[config.mk]
export PLATFORM = sky130hd
export DESIGN_NAME = riff_wave_pcm_parser
export DESIGN_NICKNAME = d
export VERILOG_FILES = /design/src/rtl/core/rwp_pkg.sv /design/src/rtl/core/rwp_in_stage.sv /design/src/rtl/core/rwp_parse.sv /design/src/rtl/core/riff_wave_pcm_parser.sv
export SDC_FILE = /design/constraint.sdc
export NUM_CORES = 1
export LEC_CHECK = 0
export ABC_AREA = 1
export BUFFER_PORTS_ARGS = -buffer_cell sky130_fd_sc_hd__buf_4
export CAP_MARGIN = 10
export CORE_MARGIN = 5
export CORE_UTILIZATION = 55
export CTS_CLUSTER_SIZE = 8
export DETAILED_ROUTE_END_ITERATION = 16
export HOLD_SLACK_MARGIN = 0.15
export PLACE_DENSITY = 0.79
export SYNTH_ARGS = -nofsm -noshare
export SYNTH_HDL_FRONTEND = slang
export SYNTH_SLANG_ARGS = --single-unit
[constraint.sdc]
create_clock -name clk -period 7.2 [get_ports clk]
set_input_delay 0.72 -clock clk [delete_from_list [all_inputs] [get_ports clk]]
set_output_delay 0.72 -clock clk [all_outputs]
set_load 0.01 [all_outputs]
[src/rtl/core/rwp_pkg.sv]
package rwp_pkg;

	localparam logic [31:0] TAG_RIFF = 32'h5249_4646;
	localparam logic [31:0] TAG_WAVE = 32'h5741_5645;
	localparam logic [31:0] TAG_FMT  = 32'h666D_7420;
	localparam logic [31:0] TAG_DATA = 32'h6461_7461;
	localparam logic [15:0] FMT_PCM  = 16'h0001;
	localparam logic [31:0] FMT_MIN  = 32'd16;
	localparam logic [31:0] TAG_LEN  = 32'd4;

	typedef enum logic [3:0] {
		PH_RIFF,
		PH_RSIZE,
		PH_WAVE,
		PH_ID,
		PH_SIZE,
		PH_FMT,
		PH_DATA,
		PH_SKIP,
		PH_PAD,
		PH_HALT
	} phase_t;

	typedef enum logic [2:0] {
		ST_RUN,
		ST_OK,
		ST_BAD_TAG,
		ST_NON_PCM,
		ST_FMT_SHORT,
		ST_TRUNC
	} status_t;

	typedef struct packed {
		logic [7:0] data;
		logic       last;
	} item_t;

	typedef struct packed {
		logic        pay_valid;
		logic [7:0]  pay_data;
		logic        done;
		status_t     status;
		logic [15:0] chan;
		logic [31:0] rate;
		logic [15:0] bits;
		logic [31:0] data_len;
	} res_t;

	// Replace one byte lane of a 32-bit word.
	function automatic logic [31:0] put_lane(input logic [31:0] word, input logic [1:0] lane,
		input logic [7:0] b);
		logic [31:0] r;
		r = word;
		case (lane)
			2'd0: r[7:0] = b;
			2'd1: r[15:8] = b;
			2'd2: r[23:16] = b;
			2'd3: r[31:24] = b;
			default: r = word;
		endcase
		return r;
	endfunction

endpackage

[src/rtl/core/rwp_in_stage.sv]
module rwp_in_stage (
	input  logic          clk,
	input  logic          arst_n,
	input  logic          in_valid,
	input  logic [7:0]    data,
	input  logic          last,
	input  logic          advance,
	output logic          stall,
	output logic          valid_s1,
	output rwp_pkg::item_t item_s1
);
	import rwp_pkg::*;

	logic accept;

	// Hold the stage while its request cannot move on.
	assign stall  = valid_s1 & ~advance;
	assign accept = in_valid & ~stall;

	always_ff @(posedge clk or negedge arst_n) begin
		if (!arst_n) begin
			valid_s1 <= 1'b0;
		end else if (accept) begin
			valid_s1 <= 1'b1;
		end else if (advance) begin
			valid_s1 <= 1'b0;
		end
	end

	always_ff @(posedge clk) begin
		if (accept) begin
			item_s1.data <= data;
			item_s1.last <= last;
		end
	end

endmodule

[src/rtl/core/rwp_parse.sv]
module rwp_parse (
	input  logic           clk,
	input  logic           arst_n,
	input  logic           step,
	input  rwp_pkg::item_t item,
	output rwp_pkg::res_t  res
);
	import rwp_pkg::*;

	phase_t      phase_q, phase_n;
	logic [31:0] cnt_q, cnt_n, cnt_inc;
	logic [31:0] tag_q, tag_n;
	logic [31:0] size_q, size_n;
	logic        pad_q, pad_n;
	status_t     err_q, err_n;
	logic [15:0] chan_q, chan_n;
	logic [31:0] rate_q, rate_n;
	logic [15:0] bits_q, bits_n;
	logic [31:0] dlen_q, dlen_n;
	logic [7:0]  b;

	assign b       = item.data;
	assign cnt_inc = cnt_q + 32'd1;

	// Next state for one byte.
	always_comb begin
		phase_n = phase_q;
		cnt_n   = cnt_q;
		tag_n   = tag_q;
		size_n  = size_q;
		pad_n   = pad_q;
		err_n   = err_q;
		chan_n  = chan_q;
		rate_n  = rate_q;
		bits_n  = bits_q;
		dlen_n  = dlen_q;
		case (phase_q)
			PH_RIFF, PH_WAVE, PH_ID: begin
				tag_n = {tag_q[23:0], b};
				cnt_n = cnt_inc;
				if (cnt_inc == TAG_LEN) begin
					cnt_n = '0;
					if (phase_q == PH_ID) begin
						size_n  = '0;
						phase_n = PH_SIZE;
					end else if (phase_q == PH_RIFF) begin
						if (tag_n != TAG_RIFF) begin
							err_n   = ST_BAD_TAG;
							phase_n = PH_HALT;
						end else begin
							phase_n = PH_RSIZE;
						end
					end else begin
						if (tag_n != TAG_WAVE) begin
							err_n   = ST_BAD_TAG;
							phase_n = PH_HALT;
						end else begin
							phase_n = PH_ID;
						end
					end
				end
			end
			PH_RSIZE: begin
				cnt_n = cnt_inc;
				if (cnt_inc == TAG_LEN) begin
					cnt_n   = '0;
					phase_n = PH_WAVE;
				end
			end
			PH_SIZE: begin
				size_n = put_lane(size_q, cnt_q[1:0], b);
				cnt_n  = cnt_inc;
				if (cnt_inc == TAG_LEN) begin
					cnt_n = '0;
					if (tag_q == TAG_FMT) begin
						pad_n = 1'b0;
						if (size_n < FMT_MIN) begin
							err_n   = ST_FMT_SHORT;
							phase_n = PH_HALT;
						end else begin
							phase_n = PH_FMT;
						end
					end else begin
						pad_n = size_n[0];
						if (tag_q == TAG_DATA) begin
							dlen_n  = size_n;
							phase_n = PH_DATA;
						end else begin
							phase_n = PH_SKIP;
						end
						// Empty body: go straight to the pad byte or the next id.
						if (size_n == '0) begin
							phase_n = pad_n ? PH_PAD : PH_ID;
						end
					end
				end
			end
			PH_FMT: begin
				cnt_n = cnt_inc;
				if (cnt_q == 32'd0) begin
					tag_n = {24'd0, b};
				end else if (cnt_q == 32'd1) begin
					tag_n = tag_q | {16'd0, b, 8'd0};
				end else if (cnt_q < 32'd4) begin
					chan_n = cnt_q[0] ? {b, chan_q[7:0]} : {chan_q[15:8], b};
				end else if (cnt_q < 32'd8) begin
					rate_n = put_lane(rate_q, cnt_q[1:0], b);
				end else if (cnt_q == 32'd14 || cnt_q == 32'd15) begin
					bits_n = cnt_q[0] ? {b, bits_q[7:0]} : {bits_q[15:8], b};
				end
				if (cnt_q == 32'd1 && tag_n != {16'd0, FMT_PCM}) begin
					// Non-PCM: halt without advancing the offset.
					err_n   = ST_NON_PCM;
					phase_n = PH_HALT;
					cnt_n   = cnt_q;
				end else if (cnt_inc == size_q) begin
					cnt_n   = '0;
					phase_n = pad_q ? PH_PAD : PH_ID;
				end
			end
			PH_DATA, PH_SKIP: begin
				cnt_n = cnt_inc;
				if (cnt_inc == size_q) begin
					cnt_n   = '0;
					phase_n = pad_q ? PH_PAD : PH_ID;
				end
			end
			PH_PAD: begin
				pad_n   = 1'b0;
				cnt_n   = '0;
				phase_n = PH_ID;
			end
			default: begin
			end
		endcase
	end

	// Result for this byte: payload from the current phase, the rest from the updated state.
	always_comb begin
		res.pay_valid = (phase_q == PH_DATA);
		res.pay_data  = (phase_q == PH_DATA) ? b : 8'd0;
		res.done      = item.last;
		res.status    = ST_RUN;
		if (item.last) begin
			if (err_n != ST_RUN) begin
				res.status = err_n;
			end else if (phase_n == PH_ID && cnt_n == '0) begin
				res.status = ST_OK;
			end else begin
				res.status = ST_TRUNC;
			end
		end
		res.chan     = chan_n;
		res.rate     = rate_n;
		res.bits     = bits_n;
		res.data_len = dlen_n;
	end

	// Advance on each byte; drop everything back to reset after the last one.
	always_ff @(posedge clk or negedge arst_n) begin
		if (!arst_n) begin
			phase_q <= PH_RIFF;
			cnt_q   <= '0;
			tag_q   <= '0;
			size_q  <= '0;
			pad_q   <= 1'b0;
			err_q   <= ST_RUN;
			chan_q  <= '0;
			rate_q  <= '0;
			bits_q  <= '0;
			dlen_q  <= '0;
		end else if (step) begin
			if (item.last) begin
				phase_q <= PH_RIFF;
				cnt_q   <= '0;
				tag_q   <= '0;
				size_q  <= '0;
				pad_q   <= 1'b0;
				err_q   <= ST_RUN;
				chan_q  <= '0;
				rate_q  <= '0;
				bits_q  <= '0;
				dlen_q  <= '0;
			end else begin
				phase_q <= phase_n;
				cnt_q   <= cnt_n;
				tag_q   <= tag_n;
				size_q  <= size_n;
				pad_q   <= pad_n;
				err_q   <= err_n;
				chan_q  <= chan_n;
				rate_q  <= rate_n;
				bits_q  <= bits_n;
				dlen_q  <= dlen_n;
			end
		end
	end

endmodule

[src/rtl/core/riff_wave_pcm_parser.sv]
// An accepted request is held in the input stage, then parsed into the result register.
// Throughput: one byte per cycle while out_stall is low; state steps once per byte.
// Every input byte yields exactly one result; status is nonzero only with done_res.
// Reset: arst_n clears the parser to expect a RIFF tag and empties both stages.
// After a request with last_byte set, the parser returns to that same reset state.
module riff_wave_pcm_parser (
	input  logic        clk,
	input  logic        arst_n,
	input  logic        in_valid,
	output logic        in_stall,
	input  logic [7:0]  byte_in,
	input  logic        last_byte,
	output logic        out_valid,
	input  logic        out_stall,
	output logic        payload_valid,
	output logic [7:0]  payload_byte,
	output logic        done_res,
	output logic [2:0]  status,
	output logic [15:0] channels,
	output logic [31:0] sample_rate,
	output logic [15:0] bits_per_sample,
	output logic [31:0] data_bytes
);
	import rwp_pkg::*;

	logic  valid_s1;
	item_t item_s1;
	logic  advance;
	res_t  res;
	res_t  res_q;
	logic  out_valid_q;

	// Move the held request into the result register whenever that register is
	// empty or being drained this cycle; the parser state steps at the same edge.
	assign advance = valid_s1 & (~out_valid_q | ~out_stall);

	rwp_in_stage u_in_stage (
		.clk      (clk),
		.arst_n   (arst_n),
		.in_valid (in_valid),
		.data     (byte_in),
		.last     (last_byte),
		.advance  (advance),
		.stall    (in_stall),
		.valid_s1 (valid_s1),
		.item_s1  (item_s1)
	);

	// Tag checks, little-endian size assembly, fmt capture and payload gating.
	rwp_parse u_parse (
		.clk    (clk),
		.arst_n (arst_n),
		.step   (advance),
		.item   (item_s1),
		.res    (res)
	);

	// Result register: hold while stalled, drop once taken with nothing behind it.
	always_ff @(posedge clk or negedge arst_n) begin
		if (!arst_n) begin
			out_valid_q <= 1'b0;
		end else if (advance) begin
			out_valid_q <= 1'b1;
		end else if (!out_stall) begin
			out_valid_q <= 1'b0;
		end
	end

	always_ff @(posedge clk) begin
		if (advance) begin
			res_q <= res;
		end
	end

	assign out_valid       = out_valid_q;
	assign payload_valid   = res_q.pay_valid;
	assign payload_byte    = res_q.pay_data;
	assign done_res        = res_q.done;
	assign status          = res_q.status;
	assign channels        = res_q.chan;
	assign sample_rate     = res_q.rate;
	assign bits_per_sample = res_q.bits;
	assign data_bytes      = res_q.data_len;

	// The input stage only stalls while it holds a request.
	assert property (@(posedge clk) disable iff (!arst_n) in_stall |-> valid_s1)
		else $error("input stall without a held request");

	// Status is reported only on the final byte of a file.
	assert property (@(posedge clk) disable iff (!arst_n)
		out_valid && !done_res |-> status == ST_RUN)
		else $error("status set before the last byte");

	assert property (@(posedge clk) disable iff (!arst_n)
		out_valid && done_res |-> status != ST_RUN)
		else $error("last byte without a final status");

	// A result with no audio byte carries a zero byte field.
	assert property (@(posedge clk) disable iff (!arst_n)
		out_valid && !payload_valid |-> payload_byte == 8'd0)
		else $error("payload byte set outside a data chunk");

endmodule

==> flow_summary_export.csv, run 1 <==
group,metric,value,unit
setup_path,slowest_delay,670,ps
die,die_y,189,microns
sta,slew_viol_final,0,
setup_path,crit_path_end_kind,"flip-flop",
yosys,synthFlopType,"dfrtp_1",
grt,grt_util_all_layers,32.2,%
yosys,syn_area,17600,sq um
sta,max_slew_margin,25.3,%
die,initial_utilization,55.7,%
pwr,p_seq_share,39.0,%
finish,final_core_util,63.8,%
flow_run,cap_violations,0,
grt,grt_max_degree,90,
setup_path,cp-start-kind,"flip-flop",
grt,use_met3,5.63,%
routing,num_vias,16600,
die,boundaryPins,124,
placement,dp_hpwl,41300,microns
setup_path,reg2regPathDepth,24,
pwr,pwr-share-clk,37.5,%
pwr,power.switching,1840,uW
routing,routed_wirelength,58500,microns
setup_path,crit_type,"reg -> reg",
routing,post_drt_wl_per_cell,21.2,microns
clocking,cts_resized,0,
clocking,clkSlewWorstSetupHoldPaths,50,ps
placement,io_buffers,123,
clocking,clkSinkCount,320,
finish,layout-drive-gt1-share,10.4,%
pwr,power,5450,uW
routing,drt-initial-drc-count,2102,
grt,grt_pass1_vias,15800,
setup_path,crit_fanout,62,
grt,met1_usage,41.0,%
finish,stdcell_area,20100,sq um
setup_path,crit_path_frequent_cell,"nand2_1",
grt,grt.overflow.total,0,
yosys,syn_area_per_cell,7.88,sq um
sta,tightest_slew,1120,ps
grt,grt_pass1_wl,90100,microns
clocking,cts_setup_buffers,0,
clocking,htree_levels,2,
routing,post-route-drc-count,0,
finish,area_growth_syn_to_layout,14.4,%
pwr,leakage,0.00946,uW
setup_path,path_cells,"ha_1, inv_1, nor2_4, nand2_2, nand2_1, nand2_1, nand2_1, nand2_1, inv_1, nand3_1, nor2_1, nand2_1, nor2_1, nand3_4, nand3_1, nand3_1, nor2_1, nand2_1, nor2_1, nand2_1, nor2_1, nand3_1, nand2_1, a21oi_1",
pwr,comb_power_share,23.5,%
yosys,synth_seq_area_share,48.9,%
clocking,cts_buffers,46,
sta,finalHoldViolCount,0,
die,rows,65,
yosys,synthTopCellsByCount,"528 x nand2_1, 299 x nor2_1, 215 x nand3_1",
yosys,synth_top_area_share,28.7,%
grt,antenna_found_initial,0,
yosys,synth_cell_type_count,45,
min_path,min_path_type,"in -> async",
sta,setup_slack,2070,ps
yosys,synth_top_area_cell,"dfrtp_1",
placement,place_congestion,1.02,
routing,viasPerCell,6.03,
die,die_area,35600,sq um
setup_path,cp.required,7500,ps
clocking,root_buffer,"clkbuf_16",
setup_path,critPathArrivalTime,5430,ps
pwr,power.density,271,nW/um^2
yosys,synth_nets,2249,
sta,period_needed,5130,ps
sta,finalSetupViolations,0,
yosys,synthMostInstantiatedCell,"nand2_1",
yosys,ys.warnings.count,0,
pwr,power_switching_share,33.9,%
placement,post_dp_cell_area,18800,sq um
pwr,vdd_ir_drop_max,246,uV
yosys,async_flop_share,63.1,%
grt,top_usage_layer,"met2",
yosys,synth-edff-count,118,
clocking,clk_latency,560,ps
run_status,status,"completed",
yosys,synth_area_leaders,"dfrtp_1 29%, edfxtp_1 20%, nand2_1 11%",
sta,finClkSkew,25.4,ps
yosys,syn_inst,2232,
sta,grt_setup_unrepaired,"no",
grt,use_met2,53.0,%
clocking,cts_tree,"done",
yosys,synth-seq-cells,320,
routing,first_pass_iters,7,
setup_path,crit_slowest_cell,"ha_1",
clocking,hold_buffers,0,
finish,antenna_cells,0,
clocking,cts.path.max_buffers,3,
die,dieWidth,189,microns
sta,fin_crit_sh,71.3,%
pwr,p_int,3600,uW
placement,post-place-ws,2220,ps
finish,fin_nets,2342,
routing,final_antenna_net_count,0,
sta,setup_tns,0,ps
sta,fmax,195,MHz
die,core,31600,sq um
## power by group through the flow
stage | registers [uW] | clock network (uW) | logic (uW)
after floorplan | 2150 | 0 | 845
after global placement | 2150 | 0 | 1230
after detailed placement | 2150 | 0 | 1240
after CTS | 2120 | 2050 | 1250
after global routing | 2130 | 2150 | 1390
final | 2120 | 2040 | 1280
## cells in the final DEF, fill, tap and decap left out, drive strengths merged
cell / count
a21oi: 79
nand3: 218
clkinv: 5
nand4: 29
o21a: 6
nor4: 12
nand2: 538
o22ai: 50
clkbuf: 78
edfxtp: 118
nor3: 28
nor3b: 2
a22oi: 1
buf: 146
a22o: 75
o31ai: 7
and2: 7
inv: 219
dfrtp: 202
and3: 1
nand3b: 21
ha: 4
or2: 2
a311oi: 1
o32ai: 14
o21ai: 173
nor2: 313
xor2: 2
xnor3: 1
o311ai: 1
o211ai: 3
a21boi: 1
## final cells by class
type                    instances  area (sq um)
inverters                     221           830
clock inverters                 3          70.1
fillers                      2726         11400
clock buffers                  77          1300
flip-flops and latches        320          8600
multi-input cells            1589          7710
repair buffers                147          1110
well taps                     402           503
## final timing paths
path | startpoint | end | slack (ps)
min | arst_n | u_parse.rate_q[26]$_DFFE_PN0P_ | 160
max reg2reg | u_parse.cnt_q[0]$_DFFE_PN0P_ | status[2]$_SDFFCE_PN0P_ | 2070
max | u_parse.cnt_q[0]$_DFFE_PN0P_ | status[2]$_SDFFCE_PN0P_ | 2070
min reg2reg | u_parse.bits_q[8]$_DFFE_PN0P_ | u_parse.bits_q[8]$_DFFE_PN0P_ | 480
max in group asynchronous | arst_n | u_parse.cnt_q[6]$_DFFE_PN0P_ | 5490
min in group clk | byte_in[0] | u_in_stage.item_s1[1]$_DFFE_PP_ | 330
## routing by layer
layer	wire, microns	up-vias
li1	-	7733
met1	22600	7824
met2	27400	877
met3	4830	212
met4	3700	0
met5	0	-
## per-stage QoR
step	hold WS [ps]	std cells
finish	165	2759
global route	200	2759
CTS	192	2759
detailed placement	466	2679
global placement	461	2679
floorplan	424	2232
## worst max-delay path: cells and delay by family, from the launching register on
kind / cells / cell delay [ps]
AND/OR/NAND/NOR: 20 / 3300
AO/OA/AOI/OAI: 1 / 60
flip-flops: 1 / 480
buffers and inverters: 2 / 290
adder cells (fa/ha/maj): 1 / 670
## cell families after synthesis
group	count (synthesis)	share of synthesized area, %
simple gates	1171	28.8
compound gates	411	14.4
buf+inv	323	7.48
flops	320	48.9
fa+ha+maj	4	0.285
xor+xnor	3	0.228
## sequential cells by signal, summed over array words and instances (netlist names), 32 cells and up
register        count
data_bytes         32
sample_rate        32
u_parse.cnt_q      32
u_parse.dlen_q     32
u_parse.rate_q     32
u_parse.size_q     32
u_parse.tag_q      32
(Power assumes the default switching activity.)
==> run 2, diff against run 1 <==
--- a/config.mk
+++ b/config.mk
@@ -5,7 +5,7 @@
 export SDC_FILE = /design/constraint.sdc
 export NUM_CORES = 1
 export LEC_CHECK = 0
-export ABC_AREA = 1
+export ABC_AREA = 0
 export BUFFER_PORTS_ARGS = -buffer_cell sky130_fd_sc_hd__buf_4
 export CAP_MARGIN = 10
 export CORE_MARGIN = 5
@@ -13,7 +13,7 @@
 export CTS_CLUSTER_SIZE = 8
 export DETAILED_ROUTE_END_ITERATION = 16
 export HOLD_SLACK_MARGIN = 0.15
-export PLACE_DENSITY = 0.79
+export PLACE_DENSITY = 0.82
 export SYNTH_ARGS = -nofsm -noshare
 export SYNTH_HDL_FRONTEND = slang
 export SYNTH_SLANG_ARGS = --single-unit
==> constraint.sdc (replaced) <==
create_clock -name clk -period 4.6 [get_ports clk]
set_input_delay 0.46 -clock clk [delete_from_list [all_inputs] [get_ports clk]]
set_output_delay 0.46 -clock clk [all_outputs]
set_load 0.01 [all_outputs]
==> run 2 against run 1 <==
Clock power grew 56%. Sequential share of layout area down 2.7 points. Critical endpoint unchanged. Largest cell class unchanged. Synthesized cell count down 28%. Critical path type unchanged. Highest routed layer unchanged.
==> flow_summary_export.csv, run 2 <==
group,metric,value,unit
placement,dp_hpwl,46100,microns
clocking,root_buffer,"clkbuf_16",
routing,final_antenna_net_count,0,
finish,stdcell_area,21500,sq um
clocking,clkSinkCount,320,
die,dieWidth,185,microns
yosys,synth_seq_area_share,50.8,%
yosys,async_flop_share,63.1,%
sta,finClkSkew,24.8,ps
setup_path,crit_fanout,5,
sta,setup_tns,0,ps
placement,place_congestion,1.06,
grt,grt_util_all_layers,37.9,%
die,core,30500,sq um
placement,io_buffers,123,
setup_path,cp.required,4920,ps
sta,tightest_slew,1130,ps
routing,num_vias,16000,
clocking,clkSlewWorstSetupHoldPaths,60,ps
yosys,synth_area_leaders,"dfrtp_1 30%, edfxtp_1 21%, a22o_1 7.9%",
pwr,leakage,0.00925,uW
finish,layout-drive-gt1-share,28.5,%
sta,finalHoldViolCount,0,
sta,max_slew_margin,24.3,%
flow_run,cap_violations,0,
routing,drt-initial-drc-count,2028,
yosys,synth_nets,1628,
yosys,synth_cell_type_count,82,
routing,viasPerCell,6.82,
setup_path,critPathArrivalTime,4840,ps
placement,post_dp_cell_area,19700,sq um
clocking,cts.path.max_buffers,3,
yosys,synth_top_area_cell,"dfrtp_1",
finish,area_growth_syn_to_layout,27.0,%
yosys,synthFlopType,"dfrtp_1",
yosys,syn_inst,1611,
setup_path,cp-start-kind,"flip-flop",
grt,grt_max_degree,108,
run_status,status,"completed",
routing,first_pass_iters,6,
routing,routed_wirelength,66300,microns
min_path,min_path_type,"in -> reg",
sta,slew_viol_final,0,
setup_path,crit_type,"reg -> reg",
sta,finalSetupViolations,0,
yosys,synth-edff-count,118,
pwr,power.density,375,nW/um^2
grt,grt_pass1_vias,15500,
die,rows,64,
yosys,syn_area,16900,sq um
routing,post_drt_wl_per_cell,28.3,microns
grt,grt_pass1_wl,98300,microns
die,die_y,185,microns
finish,final_common_cell,"buf_4",
pwr,vdd_ir_drop_max,442,uV
finish,antenna_cells,0,
finish,fillers,2140,
die,initial_utilization,55.4,%
clocking,htree_levels,2,
grt,grt.overflow.total,0,
clocking,cts_tree,"done",
sta,period_needed,4530,ps
yosys,synthMostInstantiatedCell,"dfrtp_1",
clocking,cts_buffers,46,
die,die_area,34400,sq um
sta,fin_crit_sh,98.4,%
finish,final_cell_mix,"367 x buf_4, 200 x dfrtp_1, 153 x a22o_1",
die,boundaryPins,124,
yosys,synth-seq-cells,320,
yosys,ys.warnings.count,0,
yosys,synthTopCellsByCount,"202 x dfrtp_1, 153 x a22o_1, 137 x nand2_1",
clocking,clk_latency,570,ps
setup_path,crit_path_end_kind,"flip-flop",
finish,fin_nets,1929,
yosys,synth_top_area_share,29.9,%
routing,post-route-drc-count,0,
yosys,syn_area_per_cell,10.5,sq um
sta,fmax,221,MHz
grt,antenna_found_initial,0,
==> run 2: cell count changes after synthesis, sizes merged, moves of 38 or more <==
cell,before,now
a22o,75,153
inv,217,27
mux2,0,68
nand2,538,138
nand3,218,41
nor2,313,75
o21ai,173,118
o22ai,50,12
==> run 2: cell type report <==
type / count / area (sq um) / area share, %
Clock buffer: 78 / 1270 / 5.92
Clock inverter: 4 / 67.6 / 0.315
Inverter: 27 / 104 / 0.483
Multi-Input combinational cell: 1128 / 7870 / 36.7
Sequential cell: 320 / 8600 / 40.0
Tap cell: 396 / 495 / 2.31
Timing Repair Buffer: 389 / 3070 / 14.3
==> run 2: critical path, stage by stage, from the launching register on <==
cell	delay, ps
dfrtp_1	410
and4_1	330
buf_4	190
nand4_1	230
o41ai_4	540
buf_4	200
nand2_1	40
or2_2	310
or4b_4	510
nand2_2	80
a21boi_4	250
o21ai_2	80
a22o_1	240
or3b_2	470
o41a_1	380
==> run 2: what timing repair did <==
item	4_1_cts	5_1_grt
hold buffers	11	0
endpoints found under the setup margin	33	56
buffers inserted	0	9
cloned	0	0
pin swaps	1	14
endpoints found under the hold margin	112	0
resized for setup	11	40
==> run 2: worst paths after layout <==
check / slack [ps] / startpoint / end / depth (start not counted)
min reg2reg: 500 / u_parse.tag_q[24]$_DFFE_PN0P_ / u_parse.tag_q[24]$_DFFE_PN0P_ / 1
min: 250 / out_stall / u_in_stage.valid_s1$_DFFE_PN0P_ / 3
max in group asynchronous: 3010 / arst_n / u_parse.rate_q[11]$_DFFE_PN0P_ / 3
min in group asynchronous: 530 / arst_n / u_parse.err_q[0]$_DFFE_PN0P_ / 2
max: 70 / u_parse.cnt_q[20]$_DFFE_PN0P_ / status[2]$_SDFFCE_PN0P_ / 14
max reg2reg: 70 / u_parse.cnt_q[20]$_DFFE_PN0P_ / status[2]$_SDFFCE_PN0P_ / 14
==> run 2: per-stage QoR <==
| stage | utilization (%) | instances | setup slack, ps | total power (uW) | hold WS (ps) |
|---|---|---|---|---|---|
| 2_1_floorplan | - | 1611 | 18.3 | 4040 | 164 |
| 3_3_place_gp | 64.7 | 2240 | -362 | 4790 | 468 |
| 3_5_place_dp | 64.7 | 2240 | -301 | 4790 | 485 |
| 4_1_cts | 69.7 | 2333 | -29.1 | 7960 | 193 |
| 5_1_grt | 70.4 | 2342 | -10.9 | 8290 | 256 |
| 6_report | 70.4 | 2342 | 72.4 | 8050 | 250 |
==> run 2: cell families (layout without fill, tap and decap cells) <==
| logic type | count (synthesis) | count (layout) | share of synthesized area, % |
|---|---|---|---|
| AO/OA/AOI/OAI | 442 | 442 | 18.6 |
| XOR/XNOR | 49 | 49 | 2.70 |
| adder cells (fa/ha/maj) | 4 | 4 | 0.296 |
| buffers and inverters | 163 | 498 | 3.87 |
| flip-flops | 320 | 320 | 50.8 |
| multiplexers | 105 | 105 | 6.72 |
| AND/OR/NAND/NOR | 528 | 528 | 17.0 |
==> run 2: metal layers <==
metal / wire (microns) / vias to the layer above / GRT usage, %
li1: - / 6744 / -
met1: 25600 / 7940 / 51.4
met2: 31000 / 1072 / 60.3
met3: 6660 / 222 / 7.84
met4: 3100 / 0 / 14.9
met5: 0 / - / 0
==> run 2: power by group <==
| group | internal (uW) | leakage, uW | switching (uW) |
|---|---|---|---|
| clock network | 1880 | 0.000635 | 1300 |
| logic | 632 | 0.00465 | 1000 |
| registers | 3110 | 0.00396 | 130 |
| total | 5620 | 0.00925 | 2430 |
==> run 3, diff against run 2 <==
--- a/config.mk
+++ b/config.mk
@@ -5,9 +5,10 @@
 export SDC_FILE = /design/constraint.sdc
 export NUM_CORES = 1
 export LEC_CHECK = 0
-export ABC_AREA = 0
+export ABC_AREA = 1
 export BUFFER_PORTS_ARGS = -buffer_cell sky130_fd_sc_hd__buf_4
 export CAP_MARGIN = 10
+export CORE_ASPECT_RATIO = 0.8
 export CORE_MARGIN = 5
 export CORE_UTILIZATION = 55
 export CTS_CLUSTER_SIZE = 8
==> run 3 against run 2 <==
Sequential power increased by 2%. Global-route usage decreased by 4.0 points. Wire length decreased by 5.5%. Die area increased by 3.8%. Largest power group unchanged. Via count increased by 7.2%. Combinational power increased by 29%. Maximum frequency increased by 3.0%. Clock power about the same. Register-to-register slack improved by 130 ps. Design area decreased by 5.2%. First-iteration DRC count increased by 19%. Flip-flop and latch count unchanged.
==> flow_summary_export.csv, run 3 (synthesis results as in run 1) <==
group,metric,value,unit
grt,grt.overflow.total,0,
sta,grt_setup_unrepaired,"no",
setup_path,cp-start-kind,"flip-flop",
sta,finalHoldViolCount,0,
placement,dp_hpwl,44100,microns
routing,post_drt_wl_per_cell,22.3,microns
flow_run,cap_violations,0,
finish,stdcell_area,20400,sq um
setup_path,path_cells,"nand3_1, nor2_1, nand2_1, nand2_1, nor2_1, nor3b_1, nand3_1, nor2_1, nand3_4, buf_12, nand4_1, nand2_1, nor2_1, nand2_1, nor2_1, nand2_1, nor2_1, nand3_1, nand2_1, a21oi_1",
setup_path,startpoint,"u_parse.cnt_q[0]$_DFFE_PN0P_",
finish,final_common_cell,"nand2_1",
sta,finalSetupViolations,0,
min_path,min_path_type,"in -> reg",
die,rows,58,
routing,viasPerCell,6.11,
setup_path,r2r_slack,210,ps
finish,layout-drive-gt1-share,10.8,%
routing,num_vias,17100,
finish,final_core_util,64.7,%
clocking,clkSlewWorstSetupHoldPaths,60,ps
finish,area_growth_syn_to_layout,15.9,%
setup_path,crit_slowest_cell,"dfrtp_1",
routing,routed_wirelength,62600,microns
grt,grt_pass1_wl,93700,microns
sta,max_slew_margin,27.6,%
clocking,cts_buffers,46,
grt,grt_pass1_vias,15700,
placement,io_buffers,123,
clocking,hold_buffers,11,
routing,drt-initial-drc-count,2421,
setup_path,crit_type,"reg -> reg",
sta,tightest_slew,1090,ps
routing,final_antenna_net_count,0,
die,core,31500,sq um
setup_path,reg2regPathDepth,20,
run_status,status,"completed",
clocking,cts_resized,0,
die,die_area,35700,sq um
pwr,vdd_ir_drop_max,364,uV
setup_path,cp.required,4920,ps
sta,period_needed,4390,ps
sta,holdWs,176,ps
placement,post_dp_cell_area,18900,sq um
routing,first_pass_iters,6,
pwr,power,8630,uW
clocking,cts_setup_buffers,0,
die,die_y,170,microns
sta,slew_viol_final,0,
clocking,clkSinkCount,320,
setup_path,r2r-end,"status[2]$_SDFFCE_PN0P_",
die,initial_utilization,55.8,%
setup_path,crit_path_end_kind,"flip-flop",
sta,finClkSkew,21.0,ps
pwr,leakage,0.00957,uW
grt,grt_max_degree,163,
die,dieWidth,210,microns
sta,fin_crit_sh,95.5,%
clocking,cts.path.max_buffers,3,
setup_path,cp-endpoint,"status[2]$_SDFFCE_PN0P_",
setup_path,r2r_start,"u_parse.cnt_q[0]$_DFFE_PN0P_",
grt,grt_util_all_layers,34.0,%
finish,fin_nets,2364,
sta,fmax,228,MHz
routing,post-route-drc-count,0,
setup_path,crit_fanout,33,
clocking,htree_levels,2,
clocking,cts_tree,"done",
finish,final_cell_mix,"528 x nand2_1, 295 x nor2_1, 215 x nand3_1",
clocking,root_buffer,"clkbuf_16",
clocking,clk_latency,580,ps
grt,antenna_found_initial,1,
setup_path,slowest_delay,530,ps
pwr,power.density,423,nW/um^2
setup_path,critPathArrivalTime,4720,ps
die,boundaryPins,124,
sta,setup_tns,0,ps
placement,place_congestion,1.08,
==> run 3: cell count changes in the layout (fill, tap and decap cells not counted), sizes merged, moves of 28 or more <==
cell | previous run | this run
nand2 | 138 | 538
nor2 | 75 | 313
buf | 377 | 157
inv | 29 | 217
nand3 | 41 | 218
a22o | 153 | 75
mux2 | 68 | 0
o21ai | 118 | 173
o22ai | 12 | 50
mux2i | 37 | 0
xnor2 | 28 | 0
==> run 3: final cells by class <==
type,count,area [sq um]
fillers,2616,11100
clock inverters,4,81.3
multi-input cells,1589,7720
diodes,1,2.50
flip-flops and latches,320,8600
repair buffers,169,1340
well taps,420,526
inverters,221,830
clock buffers,78,1280
==> run 3: how the worst min path moves through the flow <==
stage	start	end	slack [ps]	depth (start not counted)
floorplan	arst_n	out_valid$_DFFE_PN0P_	160	0
global placement	u_parse.bits_q[12]$_DFFE_PN0P_	u_parse.bits_q[12]$_DFFE_PN0P_	460	2
CTS	out_stall	out_valid$_DFFE_PN0P_	170	3
global route	out_stall	out_valid$_DFFE_PN0P_	190	3
finish	out_stall	out_valid$_DFFE_PN0P_	180	3
detailed placement	u_parse.bits_q[11]$_DFFE_PN0P_	u_parse.bits_q[11]$_DFFE_PN0P_	470	2
==> run 3: routing by layer <==
metal | global-route usage, % | vias up | routed length [microns]
met2 | 45.9 | 1127 | 25300
met3 | 13.4 | 108 | 9140
met4 | 8.48 | 2 | 1340
li1 | - | 7765 | -
met1 | 51.0 | 8125 | 26700
met5 | 1.86 | - | 93
==> run 3: metrics by stage <==
stage,worst slack [ps],instances
6_report,206,2802
2_1_floorplan,1.20,2232
3_3_place_gp,442,2708
5_1_grt,2.08,2802
3_5_place_dp,475,2708
4_1_cts,456,2801
==> run 3: where the power goes <==
part | switching [uW] | leakage [uW] | internal, uW | total, uW
sequential | 155 | 0.00397 | 3160 | 3320
combinational | 1520 | 0.00496 | 590 | 2110
clock | 1310 | 0.000644 | 1890 | 3200
total | 2980 | 0.00957 | 5650 | 8630
==> run 3: critical path: cells and delay by family, from the launching register on <==
kind,cells,cell delay [ps]
compound gates,1,50
flops,1,530
buf+inv,1,320
simple gates,18,3220
